**config.mk**
```make
export PLATFORM = sky130hd
export DESIGN_NAME = turret_aim_and_trigger_sequencer_top_flat
export DESIGN_NICKNAME = d
export VERILOG_FILES = /design/src/design/ttas_pkg.sv /design/src/design/ttas_in_if.sv /design/src/design/ttas_out_if.sv /design/src/design/ttas_cfg.sv /design/src/design/ttas_stroke.sv /design/src/design/ttas_step.sv /design/src/design/ttas_outbuf.sv /design/src/design/turret_aim_and_trigger_sequencer_top.sv /design/src/flat_wrapper.sv
export SDC_FILE = /design/constraint.sdc
export NUM_CORES = 1
export LEC_CHECK = 0
export ABC_AREA = 1
export ABC_CLOCK_PERIOD_IN_PS = 5500
export BUFFER_PORTS_ARGS = -buffer_cell sky130_fd_sc_hd__clkbuf_2
export CAP_MARGIN = 20
export CORE_UTILIZATION = 35
export CTS_CLUSTER_DIAMETER = 100
export DETAILED_ROUTE_END_ITERATION = 10
export GPL_TIMING_DRIVEN = 1
export PLACE_DENSITY_LB_ADDON = 0.05
export SETUP_SLACK_MARGIN = 0.1
export SYNTH_ARGS = -nofsm -noshare
export SYNTH_HDL_FRONTEND = slang
export SYNTH_SLANG_ARGS = --single-unit
```
**constraint.sdc**
```tcl
create_clock -name clk_i -period 5.5 [get_ports clk_i]
set_input_delay 1.1 -clock clk_i [delete_from_list [all_inputs] [get_ports clk_i]]
set_output_delay 1.1 -clock clk_i [all_outputs]
set_load 0.05 [all_outputs]
```
**src/design/ttas_pkg.sv**
```systemverilog
// ----------------------------------------------------------------------------
// ttas_pkg
// Shared types, constants and helpers for the turret aim and trigger sequencer.
// ----------------------------------------------------------------------------
package ttas_pkg;

  localparam int TIMER_BITS = 11;
  localparam int AIM_MAX    = 180;

  localparam int CFG_TW  = 11;
  localparam int BUSY_W  = 11;
  localparam int CMP_W   = (TIMER_BITS > CFG_TW) ? TIMER_BITS : CFG_TW;
  localparam int CFG_IDX_W = 3;

  localparam logic [7:0] AIM_MAX_C   = 8'(AIM_MAX);
  localparam logic [7:0] AIM_RESET_C = 8'd90;
  localparam logic [7:0] TRIG_STEP_C = 8'd5;

  typedef enum logic [2:0] {
    PH_IDLE   = 3'd0,
    PH_UP     = 3'd1,
    PH_HOLD   = 3'd2,
    PH_DOWN   = 3'd3,
    PH_REFUSE = 3'd4
  } phase_e;

  typedef enum logic [CFG_IDX_W-1:0] {
    CFG_MODE_LOCKOUT   = 3'd0,
    CFG_MOTION_DEBOUNCE = 3'd1,
    CFG_SWEEP_INTERVAL = 3'd2,
    CFG_MANUAL_STEP    = 3'd3,
    CFG_STROKE_TOP     = 3'd4,
    CFG_STROKE_DWELL   = 3'd5,
    CFG_STROKE_HOLD    = 3'd6,
    CFG_REFUSE_HOLD    = 3'd7
  } cfg_idx_e;

  typedef struct packed {
    logic [10:0] mode_lockout_ticks;
    logic [10:0] motion_debounce_ticks;
    logic [10:0] sweep_interval_ticks;
    logic [5:0]  manual_step;
    logic [7:0]  stroke_top;
    logic [7:0]  stroke_dwell_ticks;
    logic [10:0] stroke_hold_ticks;
    logic [10:0] refuse_hold_ticks;
  } cfg_t;

  typedef struct packed {
    logic mode_button_n;
    logic motion_level;
    logic encoder_a;
    logic encoder_b;
    logic fire_key_n;
  } in_t;

  typedef struct packed {
    logic [7:0] aim_angle;
    logic [7:0] trigger_angle;
    logic       auto_active;
    logic       target_seen;
    logic       busy_res;
    logic       fire_refused;
  } res_t;

  // reload value for one five-degree dwell, a zero dwell counts as one tick
  function automatic logic [BUSY_W-1:0] dwell_reload(input cfg_t cfg);
    logic [7:0] len;
    len = (cfg.stroke_dwell_ticks == 8'd0) ? 8'd1 : cfg.stroke_dwell_ticks;
    return BUSY_W'(len - 8'd1);
  endfunction

endpackage

```
**src/design/ttas_in_if.sv**
```systemverilog
// ----------------------------------------------------------------------------
// ttas_in_if
// Tick sample channel: one word per millisecond tick, five pin levels.
// ----------------------------------------------------------------------------
interface ttas_in_if;
  logic valid;
  logic ready;
  logic mode_button_n;
  logic motion_level;
  logic encoder_a;
  logic encoder_b;
  logic fire_key_n;

  modport source (output valid, output mode_button_n, output motion_level,
                  output encoder_a, output encoder_b, output fire_key_n,
                  input ready);
  modport sink   (input valid, input mode_button_n, input motion_level,
                  input encoder_a, input encoder_b, input fire_key_n,
                  output ready);
endinterface

```
**src/design/ttas_out_if.sv**
```systemverilog
// ----------------------------------------------------------------------------
// ttas_out_if
// Result channel: servo commands and status flags, one word per tick.
// ----------------------------------------------------------------------------
interface ttas_out_if;
  logic       valid;
  logic       ready;
  logic [7:0] aim_angle;
  logic [7:0] trigger_angle;
  logic       auto_active;
  logic       target_seen;
  logic       busy_res;
  logic       fire_refused;

  modport source (output valid, output aim_angle, output trigger_angle,
                  output auto_active, output target_seen, output busy_res,
                  output fire_refused, input ready);
  modport sink   (input valid, input aim_angle, input trigger_angle,
                  input auto_active, input target_seen, input busy_res,
                  input fire_refused, output ready);
endinterface

```
**src/design/ttas_cfg.sv**
```systemverilog
// ----------------------------------------------------------------------------
// ttas_cfg
// Configuration register file, written by index, no read-back.
// ----------------------------------------------------------------------------
module ttas_cfg (
  input  logic                      clk_i,
  input  logic                      rst_ni,
  input  logic                      we_i,
  input  logic [ttas_pkg::CFG_IDX_W-1:0] idx_i,
  input  logic [ttas_pkg::CFG_TW-1:0]    data_i,
  output ttas_pkg::cfg_t            cfg_o
);
  import ttas_pkg::*;

  cfg_t cfg_q, cfg_d;

  always_comb begin
    cfg_d = cfg_q;
    if (we_i) begin
      case (idx_i)
        CFG_MODE_LOCKOUT:    cfg_d.mode_lockout_ticks    = data_i;
        CFG_MOTION_DEBOUNCE: cfg_d.motion_debounce_ticks = data_i;
        CFG_SWEEP_INTERVAL:  cfg_d.sweep_interval_ticks  = data_i;
        CFG_MANUAL_STEP:     cfg_d.manual_step           = data_i[5:0];
        CFG_STROKE_TOP:      cfg_d.stroke_top            = data_i[7:0];
        CFG_STROKE_DWELL:    cfg_d.stroke_dwell_ticks    = data_i[7:0];
        CFG_STROKE_HOLD:     cfg_d.stroke_hold_ticks     = data_i;
        CFG_REFUSE_HOLD:     cfg_d.refuse_hold_ticks     = data_i;
        default: ;
      endcase
    end
  end

  always_ff @(posedge clk_i or negedge rst_ni) begin
    if (!rst_ni) begin
      cfg_q.mode_lockout_ticks    <= 11'd500;
      cfg_q.motion_debounce_ticks <= 11'd200;
      cfg_q.sweep_interval_ticks  <= 11'd50;
      cfg_q.manual_step           <= 6'd5;
      cfg_q.stroke_top            <= 8'd50;
      cfg_q.stroke_dwell_ticks    <= 8'd15;
      cfg_q.stroke_hold_ticks     <= 11'd100;
      cfg_q.refuse_hold_ticks     <= 11'd300;
    end else begin
      cfg_q <= cfg_d;
    end
  end

  assign cfg_o = cfg_q;
endmodule

```
**src/design/ttas_stroke.sv**
```systemverilog
// ----------------------------------------------------------------------------
// ttas_stroke
// Trigger stroke and refusal hold sequencer: one tick of the busy phase.
// ----------------------------------------------------------------------------
module ttas_stroke (
  input  ttas_pkg::phase_e             phase_i,
  input  logic [ttas_pkg::BUSY_W-1:0]  timer_i,
  input  logic [7:0]                   trig_i,
  input  ttas_pkg::cfg_t               cfg_i,
  output ttas_pkg::phase_e             phase_o,
  output logic [ttas_pkg::BUSY_W-1:0]  timer_o,
  output logic [7:0]                   trig_o
);
  import ttas_pkg::*;

  logic [8:0] trig_up;

  assign trig_up = {1'b0, trig_i} + {1'b0, TRIG_STEP_C};

  always_comb begin
    phase_o = phase_i;
    timer_o = timer_i;
    trig_o  = trig_i;
    if (phase_i != PH_IDLE) begin
      if (timer_i != '0) begin
        timer_o = timer_i - BUSY_W'(1);
      end else begin
        case (phase_i)
          PH_UP: begin
            if (trig_up <= {1'b0, cfg_i.stroke_top}) begin
              trig_o  = trig_up[7:0];
              timer_o = dwell_reload(cfg_i);
            end else if (cfg_i.stroke_hold_ticks != '0) begin
              phase_o = PH_HOLD;
              timer_o = BUSY_W'(cfg_i.stroke_hold_ticks - 11'd1);
            end else begin
              phase_o = PH_DOWN;
              timer_o = dwell_reload(cfg_i);
            end
          end
          PH_HOLD: begin
            phase_o = PH_DOWN;
            timer_o = dwell_reload(cfg_i);
          end
          PH_DOWN: begin
            if (trig_i >= TRIG_STEP_C) begin
              trig_o  = trig_i - TRIG_STEP_C;
              timer_o = dwell_reload(cfg_i);
            end else begin
              trig_o  = '0;
              phase_o = PH_IDLE;
            end
          end
          default: begin
            phase_o = PH_IDLE;
            timer_o = '0;
          end
        endcase
      end
    end
  end
endmodule

```
**src/design/ttas_step.sv**
```systemverilog
// ----------------------------------------------------------------------------
// ttas_step
// Loop state and the single pass that one tick sample drives through it.
// ----------------------------------------------------------------------------
module ttas_step (
  input  logic           clk_i,
  input  logic           rst_ni,
  input  logic           step_i,
  input  ttas_pkg::in_t  in_i,
  input  ttas_pkg::cfg_t cfg_i,
  output ttas_pkg::res_t res_o
);
  import ttas_pkg::*;

  logic [TIMER_BITS-1:0] ec_mode_q, ec_mode_d, ec_mot_q, ec_mot_d, ec_sw_q, ec_sw_d;
  logic [TIMER_BITS-1:0] ec_mode_inc, ec_mot_inc, ec_sw_inc;
  logic                  auto_q, auto_d, ms_q, ms_d, encp_q, encp_d, up_q, up_d;
  logic [7:0]            aim_q, aim_d, trig_q, trig_d, st_trig;
  phase_e                phase_q, phase_d, st_phase;
  logic [BUSY_W-1:0]     timer_q, timer_d, st_timer;
  logic                  refused, started;
  logic [8:0]            aim_sum;

  function automatic logic [TIMER_BITS-1:0] sat_inc(input logic [TIMER_BITS-1:0] v);
    return (v == '1) ? v : v + TIMER_BITS'(1);
  endfunction

  assign ec_mode_inc = sat_inc(ec_mode_q);
  assign ec_mot_inc  = sat_inc(ec_mot_q);
  assign ec_sw_inc   = sat_inc(ec_sw_q);
  assign aim_sum     = {1'b0, aim_q} + {3'b000, cfg_i.manual_step};

  ttas_stroke u_stroke (
    .phase_i (phase_q),
    .timer_i (timer_q),
    .trig_i  (trig_q),
    .cfg_i   (cfg_i),
    .phase_o (st_phase),
    .timer_o (st_timer),
    .trig_o  (st_trig)
  );

  always_comb begin
    ec_mode_d = ec_mode_inc;
    ec_mot_d  = ec_mot_inc;
    ec_sw_d   = ec_sw_inc;
    phase_d   = st_phase;
    timer_d   = st_timer;
    trig_d    = st_trig;
    auto_d    = auto_q;
    ms_d      = ms_q;
    encp_d    = encp_q;
    aim_d     = aim_q;
    up_d      = up_q;
    refused   = 1'b0;
    started   = 1'b0;

    // a sequence that finishes on this tick leaves the rest of the pass running
    if (st_phase == PH_IDLE) begin
      if (!in_i.mode_button_n &&
          (CMP_W'(ec_mode_inc) > CMP_W'(cfg_i.mode_lockout_ticks))) begin
        ec_mode_d = '0;
        auto_d    = ~auto_q;
      end
      if ((in_i.motion_level != ms_q) &&
          (CMP_W'(ec_mot_inc) > CMP_W'(cfg_i.motion_debounce_ticks))) begin
        ec_mot_d = '0;
        ms_d     = in_i.motion_level;
        if (in_i.motion_level && auto_d) begin
          started = 1'b1;
          phase_d = PH_UP;
          trig_d  = '0;
          timer_d = dwell_reload(cfg_i);
        end
      end
      if (!started) begin
        if (!auto_d) begin
          // detent on the falling edge of channel a
          if ((in_i.encoder_a != encp_q) && !in_i.encoder_a) begin
            if (in_i.encoder_b) begin
              aim_d = (aim_sum > {1'b0, AIM_MAX_C}) ? AIM_MAX_C : aim_sum[7:0];
            end else begin
              aim_d = ({2'b00, cfg_i.manual_step} > aim_q) ? 8'd0
                                                           : aim_q - {2'b00, cfg_i.manual_step};
            end
          end
          encp_d = in_i.encoder_a;
          if (!in_i.fire_key_n) begin
            phase_d = PH_UP;
            trig_d  = '0;
            timer_d = dwell_reload(cfg_i);
          end
        end else begin
          if (CMP_W'(ec_sw_inc) >= CMP_W'(cfg_i.sweep_interval_ticks)) begin
            ec_sw_d = '0;
            if (up_q) begin
              if (aim_q < AIM_MAX_C) aim_d = aim_q + 8'd1;
              if (aim_d >= AIM_MAX_C) up_d = 1'b0;
            end else begin
              if (aim_q != 8'd0) aim_d = aim_q - 8'd1;
              if (aim_d == 8'd0) up_d = 1'b1;
            end
          end
          if (!in_i.fire_key_n) begin
            if (ms_d) begin
              phase_d = PH_UP;
              trig_d  = '0;
              timer_d = dwell_reload(cfg_i);
            end else begin
              refused = 1'b1;
              if (cfg_i.refuse_hold_ticks != '0) begin
                phase_d = PH_REFUSE;
                timer_d = BUSY_W'(cfg_i.refuse_hold_ticks - 11'd1);
              end
            end
          end
        end
      end
    end
  end

  always_ff @(posedge clk_i or negedge rst_ni) begin
    if (!rst_ni) begin
      ec_mode_q <= '1;
      ec_mot_q  <= '1;
      ec_sw_q   <= '1;
      phase_q   <= PH_IDLE;
      timer_q   <= '0;
      trig_q    <= '0;
      auto_q    <= 1'b0;
      ms_q      <= 1'b0;
      encp_q    <= 1'b0;
      aim_q     <= AIM_RESET_C;
      up_q      <= 1'b1;
    end else if (step_i) begin
      ec_mode_q <= ec_mode_d;
      ec_mot_q  <= ec_mot_d;
      ec_sw_q   <= ec_sw_d;
      phase_q   <= phase_d;
      timer_q   <= timer_d;
      trig_q    <= trig_d;
      auto_q    <= auto_d;
      ms_q      <= ms_d;
      encp_q    <= encp_d;
      aim_q     <= aim_d;
      up_q      <= up_d;
    end
  end

  always_comb begin
    res_o.aim_angle     = aim_d;
    res_o.trigger_angle = trig_d;
    res_o.auto_active   = auto_d;
    res_o.target_seen   = ms_d;
    res_o.busy_res      = (phase_d != PH_IDLE);
    res_o.fire_refused  = refused;
  end
endmodule

```
**src/design/ttas_outbuf.sv**
```systemverilog
// ----------------------------------------------------------------------------
// ttas_outbuf
// Result register with valid, refilled in the cycle its word is taken.
// ----------------------------------------------------------------------------
module ttas_outbuf (
  input  logic           clk_i,
  input  logic           rst_ni,
  input  logic           load_i,
  input  ttas_pkg::res_t res_i,
  input  logic           ready_i,
  output logic           valid_o,
  output logic           free_o,
  output ttas_pkg::res_t res_o
);
  import ttas_pkg::*;

  logic valid_q, valid_d;
  res_t res_q;

  assign free_o  = !valid_q || ready_i;
  assign valid_d = load_i || (valid_q && !ready_i);

  always_ff @(posedge clk_i or negedge rst_ni) begin
    if (!rst_ni) begin
      valid_q <= 1'b0;
    end else begin
      valid_q <= valid_d;
    end
  end

  always_ff @(posedge clk_i) begin
    if (load_i) begin
      res_q <= res_i;
    end
  end

  assign valid_o = valid_q;
  assign res_o   = res_q;
endmodule

```
**src/design/turret_aim_and_trigger_sequencer_top.sv**
```systemverilog
// ----------------------------------------------------------------------------
// turret_aim_and_trigger_sequencer_top
// Per-tick turret loop: mode toggle, motion debounce, aim, trigger stroke and fire refusal.
// ----------------------------------------------------------------------------
//  channel   dir  handshake        word
//  in_s      in   valid/ready      five pin levels of one tick
//  out_s     out  valid/ready      aim, trigger, auto, target, busy, refused
//  cfg       in   cfg_we_i only    cfg_idx_i selects register, cfg_data_i
//
//  one word per cycle unless out_s stalls; a result appears in the output
//  register in the cycle after its tick word is accepted
//  in_s.ready is high while the output register is empty or being taken
//  reset puts the loop state and registers at their defaults, no clearing pass
// ----------------------------------------------------------------------------
module turret_aim_and_trigger_sequencer_top (
  input  logic                           clk_i,
  input  logic                           rst_ni,
  ttas_in_if.sink                        in_s,
  ttas_out_if.source                     out_s,
  input  logic                           cfg_we_i,
  input  logic [ttas_pkg::CFG_IDX_W-1:0] cfg_idx_i,
  input  logic [ttas_pkg::CFG_TW-1:0]    cfg_data_i
);
  import ttas_pkg::*;

  cfg_t cfg;
  in_t  in_word;
  res_t res_next, res_out;
  logic accept, free;

  assign in_word.mode_button_n = in_s.mode_button_n;
  assign in_word.motion_level  = in_s.motion_level;
  assign in_word.encoder_a     = in_s.encoder_a;
  assign in_word.encoder_b     = in_s.encoder_b;
  assign in_word.fire_key_n    = in_s.fire_key_n;

  assign in_s.ready = free;
  assign accept     = in_s.valid && free;

  ttas_cfg u_cfg (
    .clk_i  (clk_i),
    .rst_ni (rst_ni),
    .we_i   (cfg_we_i),
    .idx_i  (cfg_idx_i),
    .data_i (cfg_data_i),
    .cfg_o  (cfg)
  );

  ttas_step u_step (
    .clk_i  (clk_i),
    .rst_ni (rst_ni),
    .step_i (accept),
    .in_i   (in_word),
    .cfg_i  (cfg),
    .res_o  (res_next)
  );

  ttas_outbuf u_outbuf (
    .clk_i   (clk_i),
    .rst_ni  (rst_ni),
    .load_i  (accept),
    .res_i   (res_next),
    .ready_i (out_s.ready),
    .valid_o (out_s.valid),
    .free_o  (free),
    .res_o   (res_out)
  );

  assign out_s.aim_angle     = res_out.aim_angle;
  assign out_s.trigger_angle = res_out.trigger_angle;
  assign out_s.auto_active   = res_out.auto_active;
  assign out_s.target_seen   = res_out.target_seen;
  assign out_s.busy_res      = res_out.busy_res;
  assign out_s.fire_refused  = res_out.fire_refused;
endmodule

```
**src/flat_wrapper.sv**
```systemverilog
// flat-port wrapper written by rule: the top's interface ports become plain ports
module turret_aim_and_trigger_sequencer_top_flat import ttas_pkg::*;
  (clk_i, rst_ni, cfg_we_i, cfg_idx_i, cfg_data_i, in_s_valid, in_s_mode_button_n, in_s_motion_level, in_s_encoder_a, in_s_encoder_b, in_s_fire_key_n, in_s_ready, out_s_valid, out_s_aim_angle, out_s_trigger_angle, out_s_auto_active, out_s_target_seen, out_s_busy_res, out_s_fire_refused, out_s_ready);
  ttas_in_if in_s_i ();
  ttas_out_if out_s_i ();
  input  logic clk_i;
  input  logic rst_ni;
  input  logic cfg_we_i;
  input  logic [ttas_pkg::CFG_IDX_W-1:0] cfg_idx_i;
  input  logic [ttas_pkg::CFG_TW-1:0] cfg_data_i;
  input wire logic [$bits(in_s_i.valid)-1:0] in_s_valid;
  input wire logic [$bits(in_s_i.mode_button_n)-1:0] in_s_mode_button_n;
  input wire logic [$bits(in_s_i.motion_level)-1:0] in_s_motion_level;
  input wire logic [$bits(in_s_i.encoder_a)-1:0] in_s_encoder_a;
  input wire logic [$bits(in_s_i.encoder_b)-1:0] in_s_encoder_b;
  input wire logic [$bits(in_s_i.fire_key_n)-1:0] in_s_fire_key_n;
  output wire logic [$bits(in_s_i.ready)-1:0] in_s_ready;
  output wire logic [$bits(out_s_i.valid)-1:0] out_s_valid;
  output wire logic [$bits(out_s_i.aim_angle)-1:0] out_s_aim_angle;
  output wire logic [$bits(out_s_i.trigger_angle)-1:0] out_s_trigger_angle;
  output wire logic [$bits(out_s_i.auto_active)-1:0] out_s_auto_active;
  output wire logic [$bits(out_s_i.target_seen)-1:0] out_s_target_seen;
  output wire logic [$bits(out_s_i.busy_res)-1:0] out_s_busy_res;
  output wire logic [$bits(out_s_i.fire_refused)-1:0] out_s_fire_refused;
  input wire logic [$bits(out_s_i.ready)-1:0] out_s_ready;
  assign in_s_i.valid = in_s_valid;
  assign in_s_i.mode_button_n = in_s_mode_button_n;
  assign in_s_i.motion_level = in_s_motion_level;
  assign in_s_i.encoder_a = in_s_encoder_a;
  assign in_s_i.encoder_b = in_s_encoder_b;
  assign in_s_i.fire_key_n = in_s_fire_key_n;
  assign in_s_ready = in_s_i.ready;
  assign out_s_valid = out_s_i.valid;
  assign out_s_aim_angle = out_s_i.aim_angle;
  assign out_s_trigger_angle = out_s_i.trigger_angle;
  assign out_s_auto_active = out_s_i.auto_active;
  assign out_s_target_seen = out_s_i.target_seen;
  assign out_s_busy_res = out_s_i.busy_res;
  assign out_s_fire_refused = out_s_i.fire_refused;
  assign out_s_i.ready = out_s_ready;
  turret_aim_and_trigger_sequencer_top u_core (.clk_i(clk_i), .rst_ni(rst_ni), .in_s(in_s_i), .out_s(out_s_i), .cfg_we_i(cfg_we_i), .cfg_idx_i(cfg_idx_i), .cfg_data_i(cfg_data_i));
endmodule
```
==> Implementation_results.wiki <==
{| class="wikitable"
! Metric !! Value
|-
| Cell Rows || 66
|-
| Cell at the root of the clock tree || clkbuf_16
|-
| Required time of the critical path || 5880 ps
|-
| Buffers added on ports || 45
|-
| Largest net degree at the start of global routing || 88
|-
| MaxCap Viol Count || 0
|-
| Post-detailed-route DRC marker count || 0
|-
| Die boundary height || 185 µm
|-
| Clock-pin transition on the worst setup and hold timing paths || 80 ps
|-
| Maximum resistive drop on vdd || 0.000266 V
|-
| Layout net count || 1734
|-
| Number of antenna violations at the first check in global routing || 0
|-
| Final critical-path share of the clock period || 86.5%
|-
| Slew Limit Headroom || 37.1%
|-
| Io pins || 46
|-
| Dominant cell type by area after synthesis || dfrtp_1
|-
| Worst Hold Class || flop to flop
|-
| Final count of pins violating max slew || 0
|-
| Initial standard-cell utilization of the core || 35.9%
|-
| Worst setup SP type || flop
|-
| Global-route wire length before repair || 56900 µm
|-
| Per-instance average area after synthesis || 7.26 µm²
|-
| Share of layout cells above drive strength 1 || 11.4%
|-
| Final weighted congestion in routability-driven placement || 0.912
|-
| Sinks on Clock Net || 165
|-
| Ys flop type || dfrtp_1
|-
| Cell leakage power || 0.00612 µW
|-
| Final critical-path required period || 4760 ps
|-
| Horizontal extent of the die || 185 µm
|-
| Post-detailed-route count of antenna-violating nets || 0
|-
| Count of placed standard cells in the final layout, fillers left out || 2097
|-
| Hold violation count in the final report || 0
|-
| Hpwl dp || 26900 µm
|-
| Post-place setup slack || 790 ps
|-
| Run status || completed
|-
| Avg WL per Cell || 17.0 µm
|-
| Vias after detailed routing || 10600
|-
| Placed cells || 2064
|-
| Sequential share of the synthesized area || 36.6%
|-
| Element type at the critical path end || flop
|-
| Minimum setup slack in the final design || 743 ps
|-
| Asr flop ratio synth || 87.9%
|-
| Post-detailed-routing wire length || 35700 µm
|-
| Finished layout cell area || 0.0130 mm²
|-
| Setup repair after global routing missed its margin || false
|-
| Power per Cell Area || 525 mW/mm²
|-
| Post-CTS Hold Fix Bufs || 0
|-
| Gates resized, CTS repair || 0
|-
| Vias in the first global route || 9844
|-
| GR Util All Layers || 22.0%
|-
| Number of instances in the synthesized netlist || 1621
|-
| Die area || 0.0344 mm²
|-
| H-Tree Level Count || 4
|-
| Number of unique standard cell types used by synthesis || 53
|-
| Top post-synthesis cells by area || dfrtp_1 (17%), dfstp_2 (15%), nand2_1 (13%)
|-
| Syn nets || 1713
|-
| CTS Buf Count || 17
|-
| Class of the most critical setup path || flop to flop
|-
| Remaining global-route overflow || 0
|-
| EDFF count, synth || 20
|-
| Area Growth Syn to Fin || 10.5%
|-
| Drt pass-1 iters || 5
|-
| Util after Layout || 39.7%
|-
| Fmax || 0.210 GHz
|-
| Vias per cell || 5.07
|-
| Insertion delay of the later-clocked pin in the worst-skew pair || 460 ps
|-
| Critical path data arrival time || 5130 ps
|-
| Total of warnings raised by yosys || 0
|-
| Number of setup buffers added after CTS || 0
|-
| Share of Yosys cell area claimed by the top area cell type || 16.8%
|-
| Post-Place Cell Area || 0.0124 mm²
|-
| Clock skew after layout || 17.6 ps
|-
| Worst-Margin Slew || 941 ps
|-
| Crit-path max FO || 13
|-
| CTS tree || built
|-
| Setup TNS || 0 ps
|-
| Iter 0 DRT Violations || 899
|-
| Core ar. || 0.0328 mm²
|-
| Final setup violation count || 0
|-
| Ant. Diodes || 0
|-
| Mapped cell area || 0.0118 mm²
|-
| Number of register bits inferred by synthesis || 165
|-
| Max clock buf depth || 2
|}
[stage by stage]
step / hold WS (ps) / power [µW]
CTS: 492 / 6860
global route: 505 / 7470
global placement: 468 / 5570
finish: 483 / 6830
floorplan: 453 / 4630
detailed placement: 473 / 5560
[routing by layer]
metal / share of wire [%] / track usage [%] / vias up
met1: 53 / 33.6 / 5017
met2: 42 / 32.3 / 219
li1: - / - / 5376
met3: 3.7 / 2.95 / 21
met4: 1.1 / 4.86 / 0
met5: 0 / 0 / -
[cell type report]
cell class | count | area, µm²
fillers | 3528 | 19800
repair buffers | 51 | 293
flip-flops and latches | 165 | 4310
inverters | 222 | 840
well taps | 442 | 553
multi-input cells | 1185 | 6400
clock buffers | 17 | 425
clock inverters | 15 | 180
[synthesized netlist by cell type, drive strengths merged, types with 3 or more instances]
| library cell | n |
|---|---|
| inv | 219 |
| nand2 | 400 |
| dfstp | 66 |
| nand3b | 5 |
| buf | 12 |
| xnor2 | 10 |
| ha | 66 |
| nor4 | 7 |
| dfrtp | 79 |
| o2111ai | 3 |
| or2 | 4 |
| o21a | 4 |
| xor2 | 59 |
| clkinv | 3 |
| nor2 | 134 |
| o21ai | 189 |
| o31ai | 5 |
| a21oi | 84 |
| clkbuf | 37 |
| a22oi | 9 |
| o22ai | 8 |
| o211ai | 7 |
| a31oi | 6 |
| edfxtp | 20 |
| nand4 | 28 |
| nand3 | 121 |
| nor3 | 21 |
[report_power, final]
| part | internal [µW] | switching [µW] |
|---|---|---|
| combinational | 1130 | 2330 |
| clock | 654 | 600 |
| sequential | 1710 | 402 |
[cell families after synthesis]
kind of cell	Yosys count	share of synthesized area (%)
compound gates	324	15.1
fa+ha+maj	68	7.36
flops	165	36.6
mux	1	0.0851
simple gates	723	26.7
xor+xnor	69	5.14
buf+inv	271	9.00
[layout by cell type, fill, tap and decap left out, types with 59 or more instances in the layout]
cell     count
a21oi_1     80
dfrtp_1     79
dfstp_2     66
ha_1        66
inv_1      213
nand2_1    394
nand3_1    117
nor2_1     123
o21ai_0    163
xor2_1      59
[critical path, stage by stage (launching register included)]
cell and delay (ps):
dfstp_2 560, ha_1 180, nand2_1 60, nor2_1 190, nand4_1 180, nor2_1 180, nand4_1 330, nand4_1 230
nor3_1 90, xor2_1 170, ha_1 300, nand2_1 70, nor4b_1 320, nand3_1 120, nand2_1 120, inv_2 40
nand2_1 70, nor2_1 60, nand2_1 190, inv_1 180, nor2_4 340, nand3_2 330, o21ai_0 290, inv_1 60
[final timing paths]
kind / from / endpoint / slack, ps / cells past startpoint
max in group asynchronous: rst_ni / u_core.u_cfg.cfg_o[17] / 3630 / 2
setup reg to reg: u_core.u_step.ec_mot_q[1] / u_core.u_step.ec_sw_q[10] / 740 / 23
hold / removal: u_core.u_cfg.cfg_o[37] / u_core.u_cfg.cfg_o[37] / 480 / 2
setup / recovery: u_core.u_step.ec_mot_q[1] / u_core.u_step.ec_sw_q[10] / 740 / 23
min in group asynchronous: rst_ni / u_core.u_cfg.cfg_o[43] / 760 / 1
hold reg to reg: u_core.u_cfg.cfg_o[37] / u_core.u_cfg.cfg_o[37] / 480 / 2
[sequential cells by signal, indices dropped and copies added, names as in the netlist, 3 cells and up]
| name | count |
|---|---|
| u_core.u_cfg.cfg_o | 77 |
| u_core.u_outbuf.res_o | 20 |
| u_core.u_step.ec_mode_q | 11 |
| u_core.u_step.ec_mot_q | 11 |
| u_core.u_step.ec_sw_q | 11 |
| u_core.u_step.timer_q | 11 |
| u_core.u_step.aim_q | 8 |
| u_core.u_step.trig_q | 8 |
| u_core.u_step.phase_q | 3 |
Power figures use the tool's default switching activity.
